--- src/sv/ubrt_pkg.sv ---
// ----------------------------------------------------------------------------
// ubrt_pkg
// shared constants and types of the usage burn rate tracker
// ----------------------------------------------------------------------------
package ubrt_pkg;

   localparam int unsigned DEPTH_DEFAULT = 2048;

   localparam int unsigned TIME_W  = 32;
   localparam int unsigned LEVEL_W = 15;
   localparam int unsigned RATE_W  = 19;
   localparam int unsigned PROD_W  = 37;
   localparam int unsigned HI_W    = PROD_W - RATE_W;
   localparam int unsigned CNT_W   = $clog2(RATE_W + 1);
   localparam int unsigned MULT_W  = 22;

   localparam int unsigned CSR_INDEX_W = 2;
   localparam int unsigned CSR_DATA_W  = 32;
   localparam int unsigned REQ_TDATA_W = 64;

   localparam logic [MULT_W-1:0]  MS_PER_HOUR      = 22'd3600000;
   localparam logic [RATE_W-1:0]  RATE_MAX         = {RATE_W{1'b1}};
   localparam logic [TIME_W-1:0]  MIN_WINDOW_RESET = 32'd240000;
   localparam logic [LEVEL_W-1:0] RESET_DROP_RESET = 15'd1280;

   typedef enum logic [CSR_INDEX_W-1:0] {
      CSR_MIN_WINDOW = 2'd0,
      CSR_RESET_DROP = 2'd1,
      CSR_FROZEN     = 2'd2
   } csr_index_type;

   typedef enum logic {
      KIND_ADD   = 1'b0,
      KIND_CLEAR = 1'b1
   } kind_type;

   typedef struct packed {
      logic [LEVEL_W-1:0] weekly;
      logic [LEVEL_W-1:0] session;
      logic [TIME_W-1:0]  time_ms;
   } entry_type;

   localparam int unsigned ENTRY_W = $bits(entry_type);

endpackage

--- src/sv/ubrt_div.sv ---
// ----------------------------------------------------------------------------
// ubrt_div
// shared serial divider, one quotient bit per cycle, saturating quotient
// ----------------------------------------------------------------------------
module ubrt_div (
   input  logic                            clock,
   input  logic                            reset,
   input  logic                            start,
   input  logic [ubrt_pkg::PROD_W-1:0]     dividend,
   input  logic [ubrt_pkg::TIME_W-1:0]     divisor,
   output logic                            busy,
   output logic [ubrt_pkg::RATE_W-1:0]     quotient
);

   logic                            busy_ff, busy_in;
   logic                            chk_ff, chk_in;
   logic [ubrt_pkg::CNT_W-1:0]      cnt_ff, cnt_in;
   logic [ubrt_pkg::HI_W-1:0]       num_hi_ff, num_hi_in;
   logic [ubrt_pkg::RATE_W-1:0]     num_lo_ff, num_lo_in;
   logic [ubrt_pkg::TIME_W-1:0]     rem_ff, rem_in;
   logic [ubrt_pkg::TIME_W-1:0]     den_ff, den_in;

   logic [ubrt_pkg::TIME_W:0]       trial;
   logic [ubrt_pkg::TIME_W+1:0]     diff;
   logic                            fits;
   logic                            sat;

   always_comb begin
      trial = {rem_ff, num_lo_ff[ubrt_pkg::RATE_W-1]};
      diff  = {1'b0, trial} - {2'b00, den_ff};
      fits  = ~diff[ubrt_pkg::TIME_W+1];
      sat   = ubrt_pkg::TIME_W'(num_hi_ff) >= den_ff;
   end

   always_comb begin
      busy_in   = busy_ff;
      chk_in    = chk_ff;
      cnt_in    = cnt_ff;
      num_hi_in = num_hi_ff;
      num_lo_in = num_lo_ff;
      rem_in    = rem_ff;
      den_in    = den_ff;
      priority if (start) begin
         busy_in   = 1'b1;
         chk_in    = 1'b1;
         num_hi_in = dividend[ubrt_pkg::PROD_W-1:ubrt_pkg::RATE_W];
         num_lo_in = dividend[ubrt_pkg::RATE_W-1:0];
         den_in    = divisor;
      end else if (chk_ff) begin
         chk_in = 1'b0;
         // quotient would not fit in the rate field
         if (sat) begin
            busy_in   = 1'b0;
            num_lo_in = ubrt_pkg::RATE_MAX;
         end else begin
            rem_in = ubrt_pkg::TIME_W'(num_hi_ff);
            cnt_in = ubrt_pkg::CNT_W'(ubrt_pkg::RATE_W);
         end
      end else if (busy_ff) begin
         rem_in    = fits ? diff[ubrt_pkg::TIME_W-1:0] : trial[ubrt_pkg::TIME_W-1:0];
         num_lo_in = {num_lo_ff[ubrt_pkg::RATE_W-2:0], fits};
         cnt_in    = cnt_ff - 1'b1;
         if (cnt_ff == ubrt_pkg::CNT_W'(1)) begin
            busy_in = 1'b0;
         end
      end
   end

   always_ff @(posedge clock) begin
      if (reset) begin
         busy_ff <= 1'b0;
         chk_ff  <= 1'b0;
      end else begin
         busy_ff <= busy_in;
         chk_ff  <= chk_in;
      end
   end

   always_ff @(posedge clock) begin
      cnt_ff    <= cnt_in;
      num_hi_ff <= num_hi_in;
      num_lo_ff <= num_lo_in;
      rem_ff    <= rem_in;
      den_ff    <= den_in;
   end

   assign busy     = busy_ff;
   assign quotient = num_lo_ff;

endmodule

--- config.mk ---
export PLATFORM = sky130hd
export DESIGN_NAME = ubrt_div
export DESIGN_NICKNAME = d
export VERILOG_FILES = /design/src/sv/ubrt_pkg.sv /design/src/sv/ubrt_div.sv
export SDC_FILE = /design/constraint.sdc
export NUM_CORES = 1
export LEC_CHECK = 0
export ABC_AREA = 0
export BUFFER_PORTS_ARGS = -buffer_cell sky130_fd_sc_hd__buf_2
export CORE_UTILIZATION = 35
export DETAILED_ROUTE_END_ITERATION = 16
export GPL_ROUTABILITY_DRIVEN = 0
export HOLD_SLACK_MARGIN = 0.05
export PLACE_DENSITY = 0.54
export SLEW_MARGIN = 15
export SYNTH_ARGS = -nofsm -noshare
export SYNTH_HDL_FRONTEND = slang
export SYNTH_SLANG_ARGS = --single-unit
--- constraint.sdc ---
create_clock -name clock -period 5.4 [get_ports clock]
set_input_delay 0 -clock clock [delete_from_list [all_inputs] [get_ports clock]]
set_output_delay 0 -clock clock [all_outputs]
set_load 0.05 [all_outputs]
==> results by group <==
Place
  • Hpwl dp: 10.42 mm
  • Buffers on Ports: 91
  • Placement Setup Slack: 1.522 ns

Drt
  • Detailed Route WL: 14.65 mm
  • Drt first pass iters: 5
  • DRC Markers: 0
  • Final ANT Viol Nets: 0
  • First-iteration detailed-routing DRC count: 274
  • Via count: 4940
  • Vias per cell: 5.072
  • Avg WL per Cell: 15.04 um

Flow run
  • MaxCap Viol Count: 0

Floorplan
  • Core area: 18020 um2
  • Die H: 137.7 um
  • Starting Density: 35.77%
  • DIE WIDTH: 137.7 um
  • Die ar.: 18970 um2
  • Num ports: 92
  • # rows: 49

Yosys
  • Post-Synthesis Cells: 587
  • Syn Std Cell Area: 6447 um2
  • Yosys reg bits: 108
  • Async SR Flop Fraction: 0%
  • Post-synth cell types: 56
  • Number of synthesized flops with an enable pin: 106
  • Sequential area share after synthesis: 49.99%
  • Synthesized Nets: 712
  • Mean Syn Cell Area: 10.98 um2
  • Yosys warns: 0
  • Top_reg_cell synth: edfxtp_1

Timing
  • Max-slew violation count: 0
  • Slew margin rel.: 45.99%
  • Crit share post-route: 70.17%
  • RSZ-0062 raised after global routing: false
  • Crit path time final: 3.789 ns
  • Final setup viols: 0
  • Final worst slack: 1.611 ns
  • Post-Route Setup TNS: 0 ns
  • Fmax: 0.2639 GHz
  • Worst Clk Skew: 0.01232 ns
  • Final Hold Vio Count: 0
  • Least-Margin Pin Slew: 0.8102 ns

Cells and area
  • Most frequent cells in the layout: 106 x edfxtp_1, 90 x buf_2, 70 x dlygate4sd3_1, 52 x ha_1, 50 x nand2_1
  • ANT cells: 0
  • Nets: 865
  • Layout area overhead: 26.55%
  • Commonest non-fill, non-tap cell in the layout: edfxtp_1
  • Share of cells above drive strength 1: 20.40%

Setup path
  • Crit-path slowest cell: o31a_1
  • Critical path data arrival time: 3.89 ns
  • Critical path startpoint category: register
  • CP Class: reg2reg
  • Setup crit end kind: register
  • Top delay family on crit path: compound AO/OA/AOI/OAI gates
  • Critical-path cell list: ha_1, a21oi_1, nand2_1, o21ai_0, o211ai_2, a31oi_1, o31a_1, nor3_1, or4_1
  • CP required: 5.50 ns
  • WP buf/inv: 0
  • Worst Path Max Fanout: 13
  • Crit-path max cell delay: 0.70 ns
  • R2R setup slack: 1.61 ns

CTS
  • Clock latency on the worst-skew pair: 0.36 ns
  • Clock root cell: clkbuf_16
  • CTS buffer count: 9
  • Maximum root-to-sink buffer count: 2
  • Hold-fix buffers, CTS: 70
  • Postcts setup bufs: 0
  • Clock tree from TritonCTS: yes
  • Clock sinks: 108
  • Clk slew on worst S/H paths: 0.08 ns
  • Post-CTS sizing: 0
  • CTS H-Tree Depth: 3

Power
  • Peak VDD IR: 174.4 uV
  • Leakage: 3.368 nW
  • Power per cell area: 324.7 nW/um2

GRT
  • First-pass GRT wire length: 23.96 mm
  • Met3 GRT Util: 2.980%
  • Largest net degree at the start of global routing: 67
  • Most Used Layer, Global Route: met2
  • Met2 global-route usage: 27.86%
  • GRT Overall Usage: 16.44%
  • Antenna violations before repair: 0
  • Overflow after GRT: 0
  • Met1 usage: 20.68%
  • Vias in the first global route: 4913

Min path
  • Worst Hold Class: in2reg

Status
  • Outcome: finished clean
path summary, 6_finish.rpt:
| kind | start | depth (start not counted) | to |
|---|---|---|---|
| worst max-delay path | rem_ff[3] | 9 | rem_ff[30] |
| worst min-delay path | start | 1 | den_ff[8] |
| worst max register to register | rem_ff[3] | 9 | rem_ff[30] |
| worst min register to register | busy | 2 | busy |
area by class of cell:
class | instances | area [um2]
Sequential cell | 108 | 3224
Clock inverter | 7 | 90.09
Multi-Input combinational cell | 408 | 2960
Inverter | 47 | 176.4
Clock buffer | 9 | 225.2
Tap cell | 229 | 286.5
Timing Repair Buffer | 166 | 1196
Fill cell | 1710 | 9866
cells by family after synthesis:
group                      count (synthesis)  synth area share (%)
AOI/OAI and AO/OA                        145                 14.96
xor gates and xnor gates                  27                 3.668
adders and majority gates                 53                 10.40
buffers and inverters                     71                 4.269
DFF                                      108                 49.99
muxes                                     31                 5.337
and+or+nand+nor                          152                 11.37
report_power, final:
group | switching, mW | total, mW | internal, mW
Clock | 0.341 | 0.715 | 0.374
Sequential | 0.0476 | 1.09 | 1.04
Combinational | 0.468 | 0.844 | 0.376
Total | 0.857 | 2.65 | 1.79
layer usage:
layer,vias up,part of all wire (%)
met5,-,0
li1,2469,-
met3,19,3.1
met2,108,49
met1,2344,45
met4,0,2.1
metrics by stage:
step / hold slack, ns / total power [mW] / cells / utilization, % / instance area, um2
2_1_floorplan: 0.07161 / 1.722 / 587 / - / 6447
3_3_place_gp: 0.1765 / 1.907 / 888 / 39.63 / 7143
3_5_place_dp: 0.1773 / 1.917 / 888 / 39.63 / 7143
4_1_cts: 0.09561 / 2.679 / 974 / 45.27 / 8159
5_1_grt: 0.1003 / 2.818 / 974 / 45.27 / 8159
6_report: 0.09219 / 2.650 / 974 / 45.27 / 8159
synthesized netlist by cell type (all sizes together) (7+ instances only):
cell / instances / area [um2]
edfxtp: 106 / 3183
ha: 52 / 650.6
nand2: 50 / 187.7
inv: 47 / 176.4
a21oi: 43 / 215.2
nor2: 41 / 153.9
o21ai: 35 / 175.2
mux2: 27 / 304.0
xnor2: 20 / 175.2
clkbuf: 16 / 60.06
nand2b: 15 / 93.84
a21o: 14 / 105.1
nor3: 12 / 60.06
nand4: 9 / 56.30
a31oi: 8 / 50.05
buf: 8 / 38.79
a211oi: 7 / 57.55
xor2: 7 / 61.31
sequential cells by signal (all words and copies together), names as in the netlist:
register / flops
quotient: 19
den_ff: 32
num_hi_ff: 18
chk_ff: 1
rem_ff: 32
busy: 1
cnt_ff: 5
No activity file was read; power rests on OpenSTA's default activity.
