`src/sv/ubrt_ram.sv`:
```
// ----------------------------------------------------------------------------
// ubrt_ram
// generic single write port ram with registered read
// ----------------------------------------------------------------------------
module ubrt_ram #(
   parameter int unsigned WIDTH = 8,
   parameter int unsigned DEPTH = 2,
   localparam int unsigned ADDR_W = (DEPTH > 1) ? $clog2(DEPTH) : 1
) (
   input  logic              clock,
   input  logic              wr_en,
   input  logic [ADDR_W-1:0] wr_addr,
   input  logic [WIDTH-1:0]  wr_data,
   input  logic              rd_en,
   input  logic [ADDR_W-1:0] rd_addr,
   output logic [WIDTH-1:0]  rd_data
);

   logic [WIDTH-1:0] mem_ff [DEPTH];
   logic [WIDTH-1:0] rd_data_ff;

   always_ff @(posedge clock) begin
      if (wr_en) begin
         mem_ff[wr_addr] <= wr_data;
      end
      if (rd_en) begin
         rd_data_ff <= mem_ff[rd_addr];
      end
   end

   assign rd_data = rd_data_ff;

endmodule

```
`config.mk`:
```
export PLATFORM = sky130hd
export DESIGN_NAME = ubrt_ram
export DESIGN_NICKNAME = d
export VERILOG_FILES = /design/src/sv/ubrt_ram.sv
export SDC_FILE = /design/constraint.sdc
export NUM_CORES = 1
export LEC_CHECK = 0
export BUFFER_PORTS_ARGS = -buffer_cell sky130_fd_sc_hd__buf_2
export CAP_MARGIN = 20
export CORE_MARGIN = 2
export CORE_UTILIZATION = 50
export CTS_CLUSTER_DIAMETER = 150
export DETAILED_ROUTE_END_ITERATION = 10
export PLACE_DENSITY_LB_ADDON = 0.25
export SLEW_MARGIN = 40
export SYNTH_ARGS = -nofsm -noshare
export SYNTH_HDL_FRONTEND = slang
export SYNTH_SLANG_ARGS = --single-unit
```
`constraint.sdc`:
```
create_clock -name clock -period 1.6 [get_ports clock]
set_clock_uncertainty 0.15 [all_clocks]
set_input_delay 0.32 -clock clock [delete_from_list [all_inputs] [get_ports clock]]
set_output_delay 0.32 -clock clock [all_outputs]
set_load 0.05 [all_outputs]
```
==> results of run 1 <==
[through the flow]
| step | area [um2] | setup slack, ns | hold slack, ns | instances | power (W) |
|---|---|---|---|---|---|
| 2_1_floorplan | 864.6 | 0.3366 | 0.2689 | 35 | 0.0008619 |
| 3_3_place_gp | 982.2 | 0.3181 | 0.3576 | 72 | 0.0008972 |
| 3_5_place_dp | 982.2 | 0.2927 | 0.3619 | 72 | 0.0009007 |
| 4_1_cts | 1008 | 0.2356 | 0.04709 | 76 | 0.001139 |
| 5_1_grt | 1008 | 0.1921 | 0.03887 | 76 | 0.001171 |
| 6_report | 1008 | 0.2469 | 0.05244 | 76 | 0.001131 |
[worst max-delay path by stage]
| stage | start | endpoint | slack, ns |
|---|---|---|---|
| 2_1_floorplan | wr_en | mem_ff[0][0] | 0.34 |
| 3_3_place_gp | rd_addr | rd_data[2] | 0.32 |
| 3_5_place_dp | rd_addr | rd_data[7] | 0.29 |
| 4_1_cts | rd_data[3] | rd_data[3] | 0.24 |
| 5_1_grt | rd_data[4] | rd_data[4] | 0.19 |
| 6_report | rd_data[3] | rd_data[3] | 0.25 |
[logic make-up (layout without fill, tap and decap cells)]
group	after synthesis	after routing
buffers and inverters	1	25
flip-flops	24	24
multiplexers	8	8
AND/OR/NAND/NOR	2	2
[layer usage]
layer	vias to the layer above	wire, um	part of all wire, %
met5	-	0	0
met4	0	0	0
met3	0	57	6.3
met2	17	448	50
met1	175	397	44
li1	184	-	-
[final cells by class]
type | count | share of cell area [%]
clock buffer | 3 | 2.233
clock inverter | 1 | 0.3722
multi-input combinational | 10 | 13.15
sequential | 24 | 71.46
tap | 17 | 2.109
timing repair buffer | 21 | 10.67
[power by group through the flow]
stage | clock [W] | combinational [W] | sequential [W]
2_1_floorplan | 0 | 0.0000430 | 0.000819
3_3_place_gp | 0 | 0.000131 | 0.000766
3_5_place_dp | 0 | 0.000134 | 0.000767
4_1_cts | 0.000253 | 0.000134 | 0.000752
5_1_grt | 0.000275 | 0.000140 | 0.000756
6_report | 0.000248 | 0.000132 | 0.000751
[state kept, by name, indices dropped and copies added (netlist names)]
| name | flops |
|---|---|
| mem_ff | 16 |
| rd_data | 8 |
[Yosys cell counts (all sizes together)]
master	instances	area share, %
nor2b	1	0.72
buf	1	1.3
and2	1	0.72
mux2	8	14
edfxtp	24	83
==> key figures, run 1 <==
Power and ir drop
  – Internal power: between 0.0008 and 0.0009 W
  – Pleak: 0.3982 nW
  – Gate power share: a little under an eighth
  – Clock group share of total power: a little over a fifth
  – Sequential Power Share: 66.4%
  – Maximum VDD drop: around 760 uV
  – Power density cells: around 1100 nW/um2
  – Switching share of power: ~22%
  – NetSw: around 0.00025 W

Timing
  – RSZ-0062 raised after global routing: false
  – Final hold vios: 0
  – Setup TNS: 0 ns
  – Final Max Tran Viols: 0
  – Fmax: approximately 0.74 GHz
  – Period utilization: a little over four fifths
  – Post-layout min period: approximately 1.4 ns
  – Worst Max-Slew Pin Slew: between 0.3 and 0.4 ns
  – Max_slew headroom: between 70% and 80%
  – Final Setup Violations: 0

Finish
  – Register Area: between 700 and 800 um2
  – N_diodes: 0
  – Share of layout cells above drive strength 1: 54.24%
  – Area grow syn2layout: 16.64%
  – Final nets: 73
  – Multi-input logic area: around 130 um2
  – Most common library cell in the layout ignoring fill and taps: edfxtp_1
  – Final core utilization: roughly three fifths
  – Most frequent cells in the layout: edfxtp_1, buf_2, mux2_4
  – # fillers: approximately 120

Synth
  – Mux cell area share after synthesis: approximately 14%
  – Syn Nets: 48
  – Simple-gate share of the synthesized area: 1.447%
  – Area share of xor/xnor cells in the synthesized design: 0%
  – Synth Area in Adders: 0%
  – Syn_area_per_cell: 24.70 um2
  – Post-synth cell types: 5
  – Largest family of logic cells by synthesized area: multiplexers
  – #FFs+latches synth: 24
  – Synth Area in Compound Gates: 0%
  – Post-synthesis sequential area ratio: 83.36%
  – Warnings from Yosys: 0
  – Post-Synthesis Cells: 35
  – Syn Std Cell Area: 864.6 um2

Die
  – Die width: around 46 um
  – Core ar.: 1670 um2
  – Initial Utilization: between 50% and 60%
  – Die Y-Extent: roughly 46 um
  – Io pins: 21
  – Placement Rows: 15
  – Total die area: 2078 um2

Detailed routing
  – WL per Instance: ~12 um
  – DRT antenna net count: 0
  – DR DRC count: 0
  – Drt via density: roughly 5
  – Drt total wl: ~900 um
  – Initial DRC count: 5
  – Initial DRT Pass Iterations: 3
  – Via count: 376

Global routing
  – Initial antenna violation count: 0
  – Met1 Use GR: 12.88%
  – Met3 usage: about 2.4%
  – GRT overflow: 0
  – Met2 GRT Util: between 10% and 20%
  – Vias in the first global route: ~330
  – Largest net degree at the start of global routing: 14
  – GRT busiest layer: met2
  – GRT Util Overall: 10.11%
  – First-pass GRT wire length: 1.386 mm

Critical path
  – Critical path depth: 1
  – Maximum single-stage delay on the critical path: between 0.3 and 0.4 ns
  – RR Startpoint: mem_ff[1][4]
  – Worst Path Arrival: 0.88 ns
  – Crit Path Max Fanout: 1
  – Crit end category: primary output
  – Reg2reg setup slack: approximately 0.54 ns
  – WP data required: around 1.1 ns
  – R2R depth: 1
  – Worst-path cell chain: buf_2
  – Worst Setup Start Kind: flip-flop
  – Worst Path Class, Setup: flip-flop to primary output
  – Reg2reg end: rd_data[4]
  – Cell family with most CP delay: flip-flops
  – Worst Path Buf+Inv: 1
  – CP max stage cell: edfxtp_1

Placement
  – Final RePlAce weighted congestion: 0.6329
  – Port Buf Inserts: 20

Clocking
  – Clock Sinks: 24
  – CTS Root Cell: clkbuf_4
  – TritonCTS Buffers: 3
  – Maximum clock path buffer count: 2
  – Worst skew pair latency: approximately 0.30 ns
  – Cells resized by post-CTS repair: 0
  – Clk slew on worst S/H paths: around 0.11 ns
  – Hold_buf cts: 0
  – Postcts setup bufs: 0
  – TritonCTS clock tree: built
  – CTS HTree Levels: 1

Run
  – Max Cap Viol: 0

Worst hold path
  – Worst Hold Depth: 1
  – Hold Crit Class: input port to flip-flop
  – WHS Endpoint: mem_ff[0][6]
  – Hold Crit Start: wr_data[6]

Run status
  – Status: finished clean
Power figures use the tool's default switching activity.
==> run 2: changes to the inputs <==
--- a/config.mk
+++ b/config.mk
@@ -8,7 +8,7 @@
 export BUFFER_PORTS_ARGS = -buffer_cell sky130_fd_sc_hd__buf_2
 export CAP_MARGIN = 20
 export CORE_MARGIN = 2
-export CORE_UTILIZATION = 50
+export CORE_UTILIZATION = 45
 export CTS_CLUSTER_DIAMETER = 150
 export DETAILED_ROUTE_END_ITERATION = 10
 export PLACE_DENSITY_LB_ADDON = 0.25
==> constraint.sdc (replaced) <==
create_clock -name clock -period 1.17 [get_ports clock]
set_clock_uncertainty 0.15 [all_clocks]
set_input_delay 0.234 -clock clock [delete_from_list [all_inputs] [get_ports clock]]
set_output_delay 0.234 -clock clock [all_outputs]
set_load 0.05 [all_outputs]
==> run 2 against run 1 <==
Effect of this change:
- largest power group unchanged
- utilization increased by 5.5 points
- highest routed layer is now met4
- largest cell class unchanged
- the flow now finishes with violations (negative setup slack)
- final area grew 15%
- critical path type unchanged
- power up 42%
==> key figures, run 2 (synthesis results as in run 1) <==
Run status
  – Status: finished with violations
  – Failing checks: negative setup slack

Global routing
  – Largest net degree at the start of global routing: 13 (-1)
  – Initial antenna violation count: 0 (unchanged)
  – Vias in the first global route: 402 (+21%)
  – GRT overflow: 0 (unchanged)
  – First-pass GRT wire length: 1.731 mm (+25%)
  – GRT Util Overall: 11.96% (+1.8 points)

Worst hold path
  – Worst Hold Depth: 1 (unchanged)
  – WHS Endpoint: rd_data[0]
  – Hold Crit Class: input port to flip-flop
  – Hold Crit Start: rd_en

Die
  – Io pins: 21 (unchanged)
  – Core ar.: 1764 um2 (+5.6%)
  – Die Y-Extent: 47.83 um (+4.9%)
  – Total die area: 2288 um2 (+10%)
  – Die width: 47.83 um (+4.9%)
  – Placement Rows: 15 (unchanged)
  – Initial Utilization: 49.01% (-2.8 points)

Timing
  – Period utilization: 107.6%
  – Final Max Tran Viols: 0 (unchanged)
  – Final Setup Violations: 8 (+8)
  – Post-layout min period: between 1 and 1.5 ns
  – Worst-case hold slack: 0.1033 ns (+0.05087 ns)
  – Setup ws final: -0.08877 ns (-0.3357 ns)
  – Worst Max-Slew Pin Slew: 0.2576 ns (-0.08456 ns)
  – Fmax: 0.7944 GHz
  – Final hold vios: 0 (unchanged)
  – RSZ-0062 raised after global routing: true
  – Max_slew headroom: 82.83% (+5.6 points)

Power and ir drop
  – Pleak: 0.4583 nW (+15%)
  – Maximum VDD drop: 979.4 uV (+28%)
  – Tot Pwr: 0.001602 W (+42%)
  – Power density cells: 1378 nW/um2 (+23%)

Critical path
  – Reg2reg setup slack: 0.12 ns (-0.42 ns)
  – WP data required: 0.79 ns (-0.34 ns)
  – Reg2reg end: rd_data[1]
  – Cell family with most CP delay: flip-flops
  – Worst-path cell chain: buf_6
  – Worst Path Buf+Inv: 1 (unchanged)
  – Crit Path Max Fanout: 1 (unchanged)
  – Worst Path Arrival: 0.87 ns (about the same)
  – Worst Setup Start Kind: flip-flop
  – RR Startpoint: mem_ff[1][1]
  – CP max stage cell: edfxtp_1
  – Critical path depth: 1 (unchanged)
  – R2R depth: 1 (unchanged)
  – Maximum single-stage delay on the critical path: 0.40 ns (+0.07 ns)
  – Crit end category: primary output
  – Worst Path Class, Setup: flip-flop to primary output

Clocking
  – CTS Root Cell: clkbuf_4
  – Worst skew pair latency: 0.30 ns (about the same)
  – Postcts setup bufs: 0 (unchanged)
  – TritonCTS clock tree: built
  – Maximum clock path buffer count: 2 (unchanged)
  – Clock Sinks: 24 (unchanged)
  – TritonCTS Buffers: 3 (unchanged)
  – Clk slew on worst S/H paths: 0.12 ns (about the same)
  – CTS HTree Levels: 1 (unchanged)

Finish
  – Share of layout cells above drive strength 1: 51.47% (-2.8 points)
  – Area grow syn2layout: 34.44%
  – N_diodes: 0 (unchanged)
  – Final core utilization: 65.89% (+5.5 points)
  – # fillers: 126 (+6.8%)
  – Most frequent cells in the layout: edfxtp_1, buf_2, mux2_4, dlygate4sd3_1, buf_6
  – Max reg flops: 16 (unchanged)
  – Finished Layout Cells: 93 (+22%)
  – Multi-input logic area: 135.1 um2 (+1.9%)
  – Register Area: 720.7 um2 (unchanged)
  – Most common library cell in the layout ignoring fill and taps: edfxtp_1
  – Final nets: 83 (+14%)
  – Largest Register: mem_ff
  – Final instance area: 1162 um2 (+15%)

Detailed routing
  – DR DRC count: 0 (unchanged)
  – Drt via density: 4.527 (-8.5%)
  – DRT antenna net count: 0 (unchanged)
  – Via count: 421 (+12%)
  – Drt total wl: 1.111 mm (+23%)
  – Initial DRT Pass Iterations: 4 (+1)
  – WL per Instance: 11.95 um (+0.54%)
  – Initial DRC count: 8 (+3)

Placement
  – Port Buf Inserts: 20 (unchanged)
  – DP Area: 1010 um2 (+2.8%)
  – Final RePlAce weighted congestion: 0.6494 (+2.6%)
  – Placed Cells: 82 (+14%)

Run
  – Max Cap Viol: 0 (unchanged)
-- run 2: timing repair --
item,CTS,global route
gates cloned,0,0
endpoints found under the setup margin,8,8
hold endpoints to repair,16,0
resized for setup,16,0
hold buffers,8,0
-- run 2: worst max path at each step --
stage	start	slack, ns	to
global route	rd_data[0]	-0.14	rd_data[0]
CTS	rd_data[6]	-0.1	rd_data[6]
floorplan	rd_addr	0.11	rd_data[0]
global placement	rd_addr	-0.03	rd_data[0]
detailed placement	rd_addr	-0.06	rd_data[2]
finish	rd_data[0]	-0.09	rd_data[0]
-- run 2: area by class of cell --
cell class	instances	share of cell area, %
clock buffer	3	1.938
sequential	24	62.00
multi-input combinational	10	11.63
tap	25	2.691
timing repair buffer	31	21.74
-- run 2: routing by layer --
metal	vias to the layer above	routed length, um	GRT usage (%)
met3	2	54	3.396
met4	0	17	6.486
met2	21	580	21.07
met1	194	458	12.81
li1	204	-	-
met5	-	0	0
-- run 2: where the power goes --
part | switching [W] | total [W] | internal (W)
registers | 0.0000181 | 0.00103 | 0.00101
clock network | 0.000216 | 0.000336 | 0.000120
logic | 0.000119 | 0.000233 | 0.000114
-- run 2: through the flow --
step | setup WS [ns] | TNS, ns
global placement | -0.02919 | -0.2068
floorplan | 0.1096 | 0
finish | -0.08877 | -0.6045
global route | -0.1423 | -0.9815
detailed placement | -0.06441 | -0.4514
CTS | -0.09635 | -0.6771
